## src/hw/rtl/ibcc_pkg.sv

```systemverilog
// Shared types, constants and helpers for the IMU bias calibrate/correct block
`timescale 1ns / 1ps
`default_nettype none

package ibcc_pkg;

    localparam int GYRO_W          = 16;
    localparam int NUM_AXES        = 3;
    localparam int CAL_SAMPLES_DEF = 200;
    localparam int ACCEL_DIV_SHIFT = 3;
    localparam int CFG_IDX_W       = 2;

    typedef enum logic [CFG_IDX_W-1:0] {
        REG_ACCEL_BIAS_X = 2'd0,
        REG_ACCEL_BIAS_Y = 2'd1,
        REG_ACCEL_BIAS_Z = 2'd2
    } cfg_reg_t;

    typedef struct packed {
        logic signed [GYRO_W-1:0] gyro_raw_x;
        logic signed [GYRO_W-1:0] gyro_raw_y;
        logic signed [GYRO_W-1:0] gyro_raw_z;
        logic signed [GYRO_W-1:0] accel_raw_x;
        logic signed [GYRO_W-1:0] accel_raw_y;
        logic signed [GYRO_W-1:0] accel_raw_z;
        logic                     recalibrate;
    } in_item_t;

    typedef struct packed {
        logic signed [GYRO_W-1:0] gyro_out_x;
        logic signed [GYRO_W-1:0] gyro_out_y;
        logic signed [GYRO_W-1:0] gyro_out_z;
        logic signed [GYRO_W-1:0] accel_out_x;
        logic signed [GYRO_W-1:0] accel_out_y;
        logic signed [GYRO_W-1:0] accel_out_z;
        logic                     calibrated;
    } out_item_t;

    // divide by eight, truncated toward zero
    function automatic logic signed [GYRO_W-1:0] accel_offset(
        input logic signed [GYRO_W-1:0] bias
    );
        logic signed [GYRO_W-1:0] adj;
        adj = bias + (bias[GYRO_W-1] ? GYRO_W'((1 << ACCEL_DIV_SHIFT) - 1) : '0);
        return adj >>> ACCEL_DIV_SHIFT;
    endfunction

endpackage

`default_nettype wire

```

## src/hw/rtl/ibcc_bias_div.sv

```systemverilog
// Signed bias-sum divider by the calibration sample count, reciprocal multiply
`timescale 1ns / 1ps
`default_nettype none

module ibcc_bias_div #(
    parameter int CAL_SAMPLES = ibcc_pkg::CAL_SAMPLES_DEF,
    localparam int SUM_W = ibcc_pkg::GYRO_W + $clog2(CAL_SAMPLES + 1)
) (
    input  logic signed [SUM_W-1:0]            sum,
    output logic signed [ibcc_pkg::GYRO_W-1:0] quotient
);
    import ibcc_pkg::*;

    localparam int MAG_W = SUM_W - 1;
    localparam int L     = $clog2(CAL_SAMPLES);
    localparam int SH    = MAG_W + L;
    localparam int M_W   = MAG_W + 1;
    localparam longint unsigned RECIP =
        ((64'd1 << SH) + 64'(CAL_SAMPLES) - 64'd1) / 64'(CAL_SAMPLES);
    localparam logic [M_W-1:0] RECIP_M = M_W'(RECIP);

    logic [MAG_W-1:0]     mag;
    logic [MAG_W+M_W-1:0] prod;
    logic [GYRO_W-1:0]    q_mag;

    always_comb
    begin
        mag      = sum[SUM_W-1] ? MAG_W'(-sum) : MAG_W'(sum);
        prod     = {{M_W{1'b0}}, mag} * {{MAG_W{1'b0}}, RECIP_M};
        q_mag    = prod[SH +: GYRO_W];
        quotient = sum[SUM_W-1] ? -q_mag : q_mag;
    end

endmodule

`default_nettype wire

```

## src/hw/rtl/imu_bias_calibrate_correct.sv

```systemverilog
// Top level: IMU sample corrector with gyro bias averaging calibration
// An item passes the input register, then the result register. Throughput: one item per
// cycle unless the output stalls; the bias update and its division finish in the same cycle.
// The result register parts the two sides, so an item may be taken while a result waits.
// Reset: asynchronous active low; clears offsets, biases, sums, count and calibrated flag.
// Calibration begins with the first item after reset.
`timescale 1ns / 1ps
`default_nettype none

module imu_bias_calibrate_correct #(
    parameter int CAL_SAMPLES = ibcc_pkg::CAL_SAMPLES_DEF
) (
    input  logic                              clk,
    input  logic                              rst_n,
    input  logic                              in_valid,
    output logic                              in_ready,
    input  ibcc_pkg::in_item_t                in_data,
    output logic                              out_valid,
    input  logic                              out_ready,
    output ibcc_pkg::out_item_t               out_data,
    input  logic                              cfg_valid,
    output logic                              cfg_ready,
    input  logic [ibcc_pkg::CFG_IDX_W-1:0]    cfg_index,
    input  logic [ibcc_pkg::GYRO_W-1:0]       cfg_data
);
    import ibcc_pkg::*;

    localparam int CNT_W = $clog2(CAL_SAMPLES + 1);
    localparam int SUM_W = GYRO_W + CNT_W;

    logic                     s1_valid_reg;
    in_item_t                 s1_data_reg;
    logic                     out_valid_reg;
    out_item_t                out_data_reg;
    logic                     s1_advance;
    logic                     out_free;

    logic signed [GYRO_W-1:0] accel_off_reg   [NUM_AXES];
    logic signed [GYRO_W-1:0] gyro_bias_reg   [NUM_AXES];
    logic signed [GYRO_W-1:0] gyro_bias_next  [NUM_AXES];
    logic signed [SUM_W-1:0]  bias_sum_reg    [NUM_AXES];
    logic signed [SUM_W-1:0]  bias_sum_next   [NUM_AXES];
    logic [CNT_W-1:0]         sample_count_reg;
    logic [CNT_W-1:0]         sample_count_next;
    logic                     bias_valid_reg;
    logic                     bias_valid_next;

    logic signed [GYRO_W-1:0] gyro_in   [NUM_AXES];
    logic signed [GYRO_W-1:0] accel_in  [NUM_AXES];
    logic signed [GYRO_W-1:0] gyro_cor  [NUM_AXES];
    logic signed [GYRO_W-1:0] accel_cor [NUM_AXES];
    logic signed [SUM_W-1:0]  sum_acc   [NUM_AXES];
    logic signed [GYRO_W-1:0] quot      [NUM_AXES];
    logic                     valid_eff;

    assign out_free   = !out_valid_reg || out_ready;
    assign s1_advance = s1_valid_reg && out_free;
    assign in_ready   = !s1_valid_reg || out_free;
    assign out_valid  = out_valid_reg;
    assign out_data   = out_data_reg;
    assign cfg_ready  = 1'b1;

    always_comb
    begin
        gyro_in[0]  = s1_data_reg.gyro_raw_x;
        gyro_in[1]  = s1_data_reg.gyro_raw_y;
        gyro_in[2]  = s1_data_reg.gyro_raw_z;
        accel_in[0] = s1_data_reg.accel_raw_x;
        accel_in[1] = s1_data_reg.accel_raw_y;
        accel_in[2] = s1_data_reg.accel_raw_z;
        for (int i = 0; i < NUM_AXES; i++)
        begin
            gyro_cor[i]  = gyro_in[i] - gyro_bias_reg[i];
            accel_cor[i] = accel_in[i] - accel_off_reg[i];
            sum_acc[i]   = bias_sum_reg[i] + {{(SUM_W-GYRO_W){gyro_cor[i][GYRO_W-1]}},
                                              gyro_cor[i]};
        end
    end

    for (genvar i = 0; i < NUM_AXES; i++)
    begin : g_div
        ibcc_bias_div #(
            .CAL_SAMPLES(CAL_SAMPLES)
        ) u_div (
            .sum      (sum_acc[i]),
            .quotient (quot[i])
        );
    end

    always_comb
    begin
        valid_eff         = bias_valid_reg && !s1_data_reg.recalibrate;
        bias_valid_next   = valid_eff;
        sample_count_next = sample_count_reg;
        for (int i = 0; i < NUM_AXES; i++)
        begin
            gyro_bias_next[i] = gyro_bias_reg[i];
            bias_sum_next[i]  = bias_sum_reg[i];
        end
        if (!valid_eff)
        begin
            if (sample_count_reg == '0)
            begin
                for (int i = 0; i < NUM_AXES; i++)
                begin
                    gyro_bias_next[i] = '0;
                    bias_sum_next[i]  = '0;
                end
                sample_count_next = CNT_W'(1);
            end
            else
            begin
                for (int i = 0; i < NUM_AXES; i++)
                begin
                    bias_sum_next[i] = sum_acc[i];
                end
                if (sample_count_reg >= CNT_W'(CAL_SAMPLES))
                begin
                    for (int i = 0; i < NUM_AXES; i++)
                    begin
                        gyro_bias_next[i] = quot[i];
                    end
                    sample_count_next = '0;
                    bias_valid_next   = 1'b1;
                end
                else
                begin
                    sample_count_next = sample_count_reg + CNT_W'(1);
                end
            end
        end
    end

    always_ff @(posedge clk or negedge rst_n)
    begin
        if (!rst_n)
        begin
            s1_valid_reg  <= 1'b0;
            out_valid_reg <= 1'b0;
        end
        else
        begin
            if (in_ready)
            begin
                s1_valid_reg <= in_valid;
            end
            if (out_free)
            begin
                out_valid_reg <= s1_valid_reg;
            end
        end
    end

    always_ff @(posedge clk)
    begin
        if (in_valid && in_ready)
        begin
            s1_data_reg <= in_data;
        end
        if (s1_advance)
        begin
            out_data_reg.gyro_out_x  <= gyro_cor[0];
            out_data_reg.gyro_out_y  <= gyro_cor[1];
            out_data_reg.gyro_out_z  <= gyro_cor[2];
            out_data_reg.accel_out_x <= accel_cor[0];
            out_data_reg.accel_out_y <= accel_cor[1];
            out_data_reg.accel_out_z <= accel_cor[2];
            out_data_reg.calibrated  <= bias_valid_next;
        end
    end

    always_ff @(posedge clk or negedge rst_n)
    begin
        if (!rst_n)
        begin
            for (int i = 0; i < NUM_AXES; i++)
            begin
                gyro_bias_reg[i] <= '0;
                bias_sum_reg[i]  <= '0;
            end
            sample_count_reg <= '0;
            bias_valid_reg   <= 1'b0;
        end
        else if (s1_advance)
        begin
            for (int i = 0; i < NUM_AXES; i++)
            begin
                gyro_bias_reg[i] <= gyro_bias_next[i];
                bias_sum_reg[i]  <= bias_sum_next[i];
            end
            sample_count_reg <= sample_count_next;
            bias_valid_reg   <= bias_valid_next;
        end
    end

    always_ff @(posedge clk or negedge rst_n)
    begin
        if (!rst_n)
        begin
            for (int i = 0; i < NUM_AXES; i++)
            begin
                accel_off_reg[i] <= '0;
            end
        end
        else if (cfg_valid && cfg_ready)
        begin
            unique case (cfg_reg_t'(cfg_index))
                REG_ACCEL_BIAS_X: accel_off_reg[0] <= accel_offset(cfg_data);
                REG_ACCEL_BIAS_Y: accel_off_reg[1] <= accel_offset(cfg_data);
                REG_ACCEL_BIAS_Z: accel_off_reg[2] <= accel_offset(cfg_data);
                default: ;
            endcase
        end
    end

endmodule

`default_nettype wire

```

## config.mk

```make
export PLATFORM = sky130hd
export DESIGN_NAME = imu_bias_calibrate_correct
export DESIGN_NICKNAME = d
export VERILOG_FILES = /design/src/hw/rtl/ibcc_pkg.sv /design/src/hw/rtl/ibcc_bias_div.sv /design/src/hw/rtl/imu_bias_calibrate_correct.sv
export SDC_FILE = /design/constraint.sdc
export NUM_CORES = 2
export LEC_CHECK = 0
export ABC_CLOCK_PERIOD_IN_PS = 33100
export BUFFER_PORTS_ARGS = -buffer_cell sky130_fd_sc_hd__clkbuf_2
export CAP_MARGIN = 20
export CORE_UTILIZATION = 45
export DETAILED_ROUTE_END_ITERATION = 6
export PLACE_DENSITY_LB_ADDON = 0.15
export SLEW_MARGIN = 20
export SYNTH_ARGS = -nofsm -noshare
export SYNTH_HDL_FRONTEND = slang
export SYNTH_SLANG_ARGS = --single-unit
```

## constraint.sdc

```tcl
create_clock -name clk -period 33.1 [get_ports clk]
set_clock_uncertainty 0.2 [all_clocks]
set_input_delay 3.31 -clock clk [delete_from_list [all_inputs] [get_ports clk]]
set_output_delay 3.31 -clock clk [all_outputs]
set_load 0.03 [all_outputs]
```

After elaboration in Yosys (flattened, before gate mapping)
Cells that the tools add are included.
{"block": "totals", "input_bits": 120, "regBits": 364, "output_inout_bits": 100, "wordCells": 82}
{"block": "classes", "reduce_logical": 16, "n_mux": 15, "mul": 3, "n_bitwise": 1, "addsub": 17, "n_lt_le_gt_ge": 1, "eq_ne": 2}
{"op": "$mul A23 B24 Y47 const B", "count": 3}
{"op": "$mux W48", "count": 2}
{"op": "$add A24 B24 Y24", "count": 3}
{"op": "$mux W72", "count": 1}
{"op": "$mux W23", "count": 3}
{"op": "$neg A23 Y23", "count": 3}
{"op": "$mux W16", "count": 3}
{"op": "$neg A16 Y16", "count": 3}
{"op": "$sub A16 B13 Y16", "count": 3}
{"op": "$sub A16 B16 Y16", "count": 3}
{"op": "$add A16 B3 Y16", "count": 1}
{"op": "$mux W8", "count": 2}
{"op": "$add A8 B1 Y8 const B", "count": 1}
{"op": "$ge A8 B8 Y1 const B", "count": 1}
{"op": "$logic_not A8 Y1", "count": 1}
{"op": "$reduce_and A2 Y1", "count": 4}
{"op": "$logic_and A1 B1 Y1", "count": 3}
{"op": "$logic_not A1 Y1", "count": 3}
{"op": "$mux W1", "count": 3}
{"op": "$mux W3", "count": 1}
{"op": "$reduce_and A3 Y1", "count": 1}
{"op": "$eq A2 B1 Y1 const B", "count": 1}
{"op": "$eq A2 B2 Y1 const B", "count": 1}
{"op": "$logic_not A2 Y1", "count": 1}
{"op": "other kinds (3)", "count": 4}

Logic depth before layout (Yosys ltp)
{"block": "depth", "ltp_word": 9, "depth_mapped": 62, "mapped_depth_nobuf": 61}

Hierarchy
A second synthesis with hierarchy kept.
{"block": "unflattened", "cells_unflattened": 5253, "hier_area_um2": 51728.4}
{"mod": "imu_bias_calibrate_correct", "seq_area_each_um2": 10079.7, "instances": 1, "cells_each": 1832, "area_each_um2": 20017.9}
{"mod": "ibcc_bias_div at g_div[0].u_div", "seq_area_each_um2": 0.0, "instances": 1, "cells_each": 1163, "area_each_um2": 10731.5}
{"mod": "ibcc_bias_div at g_div[1].u_div", "seq_area_each_um2": 0.0, "instances": 1, "cells_each": 1149, "area_each_um2": 10621.4}
{"mod": "ibcc_bias_div at g_div[2].u_div", "seq_area_each_um2": 0.0, "instances": 1, "cells_each": 1109, "area_each_um2": 10357.4}

Worst setup path after synthesis
Ideal clock, no wire load.
{"block": "synth_timing", "path_type": "reg2reg", "start": "register gyro_bias_reg[32] (netlist name)", "end": "register gyro_bias_reg[46] (netlist name)", "arrival_ps": 12667, "n_path_buf": 0, "path_stages_with_launch": 55, "setup_ps": 69, "required_ps": 32831, "setup_slack_ps": 20164, "synth_period_minus_slack_ps": 12936, "path_cell_list": "dfrtp_1 -> ha_1 -> fa_1 -> nor2b_1 -> o21ai_0 -> a21boi_0 -> o21ai_0 -> a21boi_0 -> o21ai_0 -> a21boi_0 -> o21ai_0 -> a21boi_0 -> o21ai_0 -> nand2b_1 -> a21o_1 -> a21oi_1 -> xnor2_1 -> ha_1 -> [19 not listed] -> inv_1 -> fa_1 -> fa_1 -> ha_1 -> a21o_1 -> a21oi_1 -> o211ai_1 -> a31o_2 -> a21oi_1 -> o211ai_1 -> o21ai_1 -> o211ai_1 -> a221oi_1 -> nand2_1 -> o31ai_1 -> or4bb_1 -> or4_1 -> nand3_1"}
{"element": "start, declared", "line_no": "imu_bias_calibrate_correct.sv:39", "source": "logic signed [GYRO_W-1:0] gyro_bias_reg [NUM_AXES];"}
{"element": "start signal, assigned by index", "line_no": "imu_bias_calibrate_correct.sv:188", "source": "gyro_bias_reg[i] <= gyro_bias_next[i];"}

==> results list <==
- In this run the worst setup path terminates at gyro_bias_reg[46].
* Number of iterations in the first detailed-routing pass: 5
- Clock-pin slew reported for the worst setup and hold paths after clock tree synthesis: 60 ps
- Library cell appearing most often on the critical path: fa_1
- In this run, post-CTS repair resized a total of 0 instances.
* Worst min-delay path category: reg2reg
- For the pin with the worst max-slew slack, the measured transition is 1090 ps.
- After layout, the minimum clock period comes to 15,750 ps.
* Busiest layer in global routing: met2
- Longest Clk Path Bufs: 3
- The most common cell in the synthesized netlist is inv_1.
- The setup path with the least slack is of type reg2reg.
- Routed length per instance: 20.9 um
* Largest fanout on the critical path: 17
- The most critical setup path has its startpoint at gyro_bias_reg[32].
* Most area-consuming cells after synthesis: fa_1 (22%), ha_1 (21%), edfxtp_1 (11%)
- Clk_lat worst skew: 630 ps
* Hold-fix buffers, CTS: 0
* First-pass GRT wire length: 237,000 um
- CTS built an H-tree with a depth of 2.
- Number of placed I/O pins: 220
- Cell count of the worst reg-to-reg path: 54
- Distinct cell type count of the synthesized netlist: 120
* Post-Syn Instances: 5,523
- Setup violations remaining at the end of the flow were counted as 0.
- Reg-to-reg critical path startpoint: gyro_bias_reg[32]
- Buffers inserted by post-CTS timing repair: 0
- Headroom to the max-slew limit came out at 0.268.
- Number of flip-flops under the largest register name: 97
- The largest single stage delay on the critical path is 800 ps.
* Die outline height: 345 um
- Share of synthesized flip-flops with an asynchronous set or reset: 0.467
- A synthesized cell averages 9.57 um^2.
* RSZ-0062 raised after global routing: no
* Count of flip-flops with a built-in enable after synthesis: 194
- Layout area overhead: 8.49%
* Final worst path period share: 0.476
* Placement row count: 125
- Setup total negative slack: 0 ps
- Detailed-placement wirelength estimate: 131,000 um
- Filler instances: 11,100
* Routability Congestion: 0.989
* Residual DRC count: 0
- Via count: 39,600
- Worst Setup Start Kind: register
- Average via count per standard cell: 5.41
* Reg2reg setup slack: 17,350 ps
* Area enclosed by the die boundary: 119,000 um^2
- Final std cells w/o fill: 7,316
* Worst endpoint data arrival time: 16,120 ps
* Count of endpoints failing hold in the final timing report: 0
* Pins Over Slew Limit: 0
- For this run the aggregate overflow at the end of global routing stands at 0.
* Num Clock Sinks: 364
* Reg-to-reg endpoint: gyro_bias_reg[46]
- Number of register bits inferred by synthesis: 364
- DRC marker count from the first detailed-route iteration: 2,315
- Max-cap violations: 0
- Number of warnings issued by yosys: 0
- For the worst setup path, the data required time is 33,470 ps.
* Port bufs: 218
- The total area inside the core boundary comes to 116,000 um^2.
- Ratio of cells with drive above 1 in the final layout: 0.0717
- Among all flip-flop cells after synthesis, the most frequent one is edfxtp_1.
- Of the synthesized area, sequential elements account for 0.191.
- Run status: finished, final reports clean
* Vias in the first global route: 40,900
* Post-Syn Area: 52,800 um^2
- Routed Antenna Nets: 0
- TritonCTS Buffers: 46
* CP endpoint kind: register
* Dominant cell type by area after synthesis: fa_1
* Leading cell types by count after synthesis: inv_1 (1,229), ha_1 (891), fa_1 (590), nand2_1 (295), a21oi_1 (251)
- Effective utilization at floorplan: 0.454
- TritonCTS built the clock tree.
- The slowest stage of the critical path is the xor2_1 cell.
* Horiz. Die Dim: 345 um
- For met3 alone, demand over resource in global routing was 0.0430.
- Counting every net in the synthesized netlist gives 7,124.
* Met1 usage in global routing: 0.348
- The share of synthesized area in the top cell type comes to 0.224.
- CTS placed an instance of clkbuf_16 at the clock tree root.
* Total routing usage reported by global routing: 0.262
* Number of instances in the placed design: 7,223
- Antenna violations before repair: 12
* Final wirelength: 153,000 um
* Largest net degree at the start of global routing: 108
- Based on the critical path, the design can be clocked at up to 63.5 MHz.
* # nets final: 7,348
- Met2 layer usage reported by global route: 0.431
layout make-up:
cell class	count	area, um^2	area share
inverters	1231	4620	0.0807
multi-input cells	3844	37800	0.660
well taps	1524	1910	0.0333
diodes	7	17.5	0.000306
flip-flops and latches	364	10100	0.176
clock buffers	74	1310	0.0228
repair buffers	260	1420	0.0247
clock inverters	12	158	0.00275
kinds of logic (layout without fill, tap and decap cells):
family | after synthesis | count (layout) | synth area share
multiplexers | 16 | 16 | 0.00332
other | 1 | 8 | 0.0000710
flip-flops | 364 | 364 | 0.191
adder cells (fa/ha/maj) | 1481 | 1481 | 0.435
XOR/XNOR | 266 | 266 | 0.0455
AND/OR/NAND/NOR | 1021 | 1021 | 0.0963
AO/OA/AOI/OAI | 1059 | 1059 | 0.135
buffers and inverters | 1315 | 1577 | 0.0942
placed cells by master (no fill, tap or decap), types with 62 or more instances in the layout:
cell type,netlist,layout
ha_1,891,891
nand2_1,295,293
edfxtp_1,194,194
nand4_1,62,62
clkbuf_2,1,217
fa_1,590,590
xor2_1,95,95
xnor2_1,164,164
inv_1,1229,1228
nand3_1,81,81
nor2_1,241,240
dfrtp_1,170,170
o21ai_0,227,227
a21o_1,159,159
a21oi_1,251,250
metrics by stage:
stage	cell area (um^2)	hold slack, ps	util	setup slack (ps)
finish	57300	277	0.493	17350
global route	57300	298	0.493	16060
CTS	57300	283	0.492	17410
detailed placement	55800	270	0.480	17460
global placement	55800	265	0.480	17830
floorplan	52800	250	-	20160
worst min-delay path by stage:
stage	from	end	slack [ps]	cells past startpoint
detailed placement	accel_off_reg[8]	accel_off_reg[8]	270	2
CTS	accel_off_reg[8]	accel_off_reg[8]	280	2
global placement	accel_off_reg[9]	accel_off_reg[9]	260	2
floorplan	accel_off_reg[10]	accel_off_reg[10]	250	2
global route	accel_off_reg[8]	accel_off_reg[8]	300	2
finish	accel_off_reg[8]	accel_off_reg[8]	280	2
worst max-delay path, delay by kind of cell (launching register included):
| family | cells | cell delay [ps] |
|---|---|---|
| buffers and inverters | 5 | 470 |
| AOI/OAI and AO/OA | 25 | 5870 |
| xor gates and xnor gates | 2 | 1070 |
| and+or+nand+nor | 11 | 2750 |
| adders and majority gates | 11 | 4920 |
| DFF | 1 | 380 |
per-layer routing:
layer,part of all wire,routed length (um)
met1,0.44,67000
met2,0.46,70900
met3,0.059,9040
met4,0.037,5660
met5,0.00014,21
Power is not shown: default switching activity piles up to over one toggle a cycle in this logic, so the estimate is an artifact.
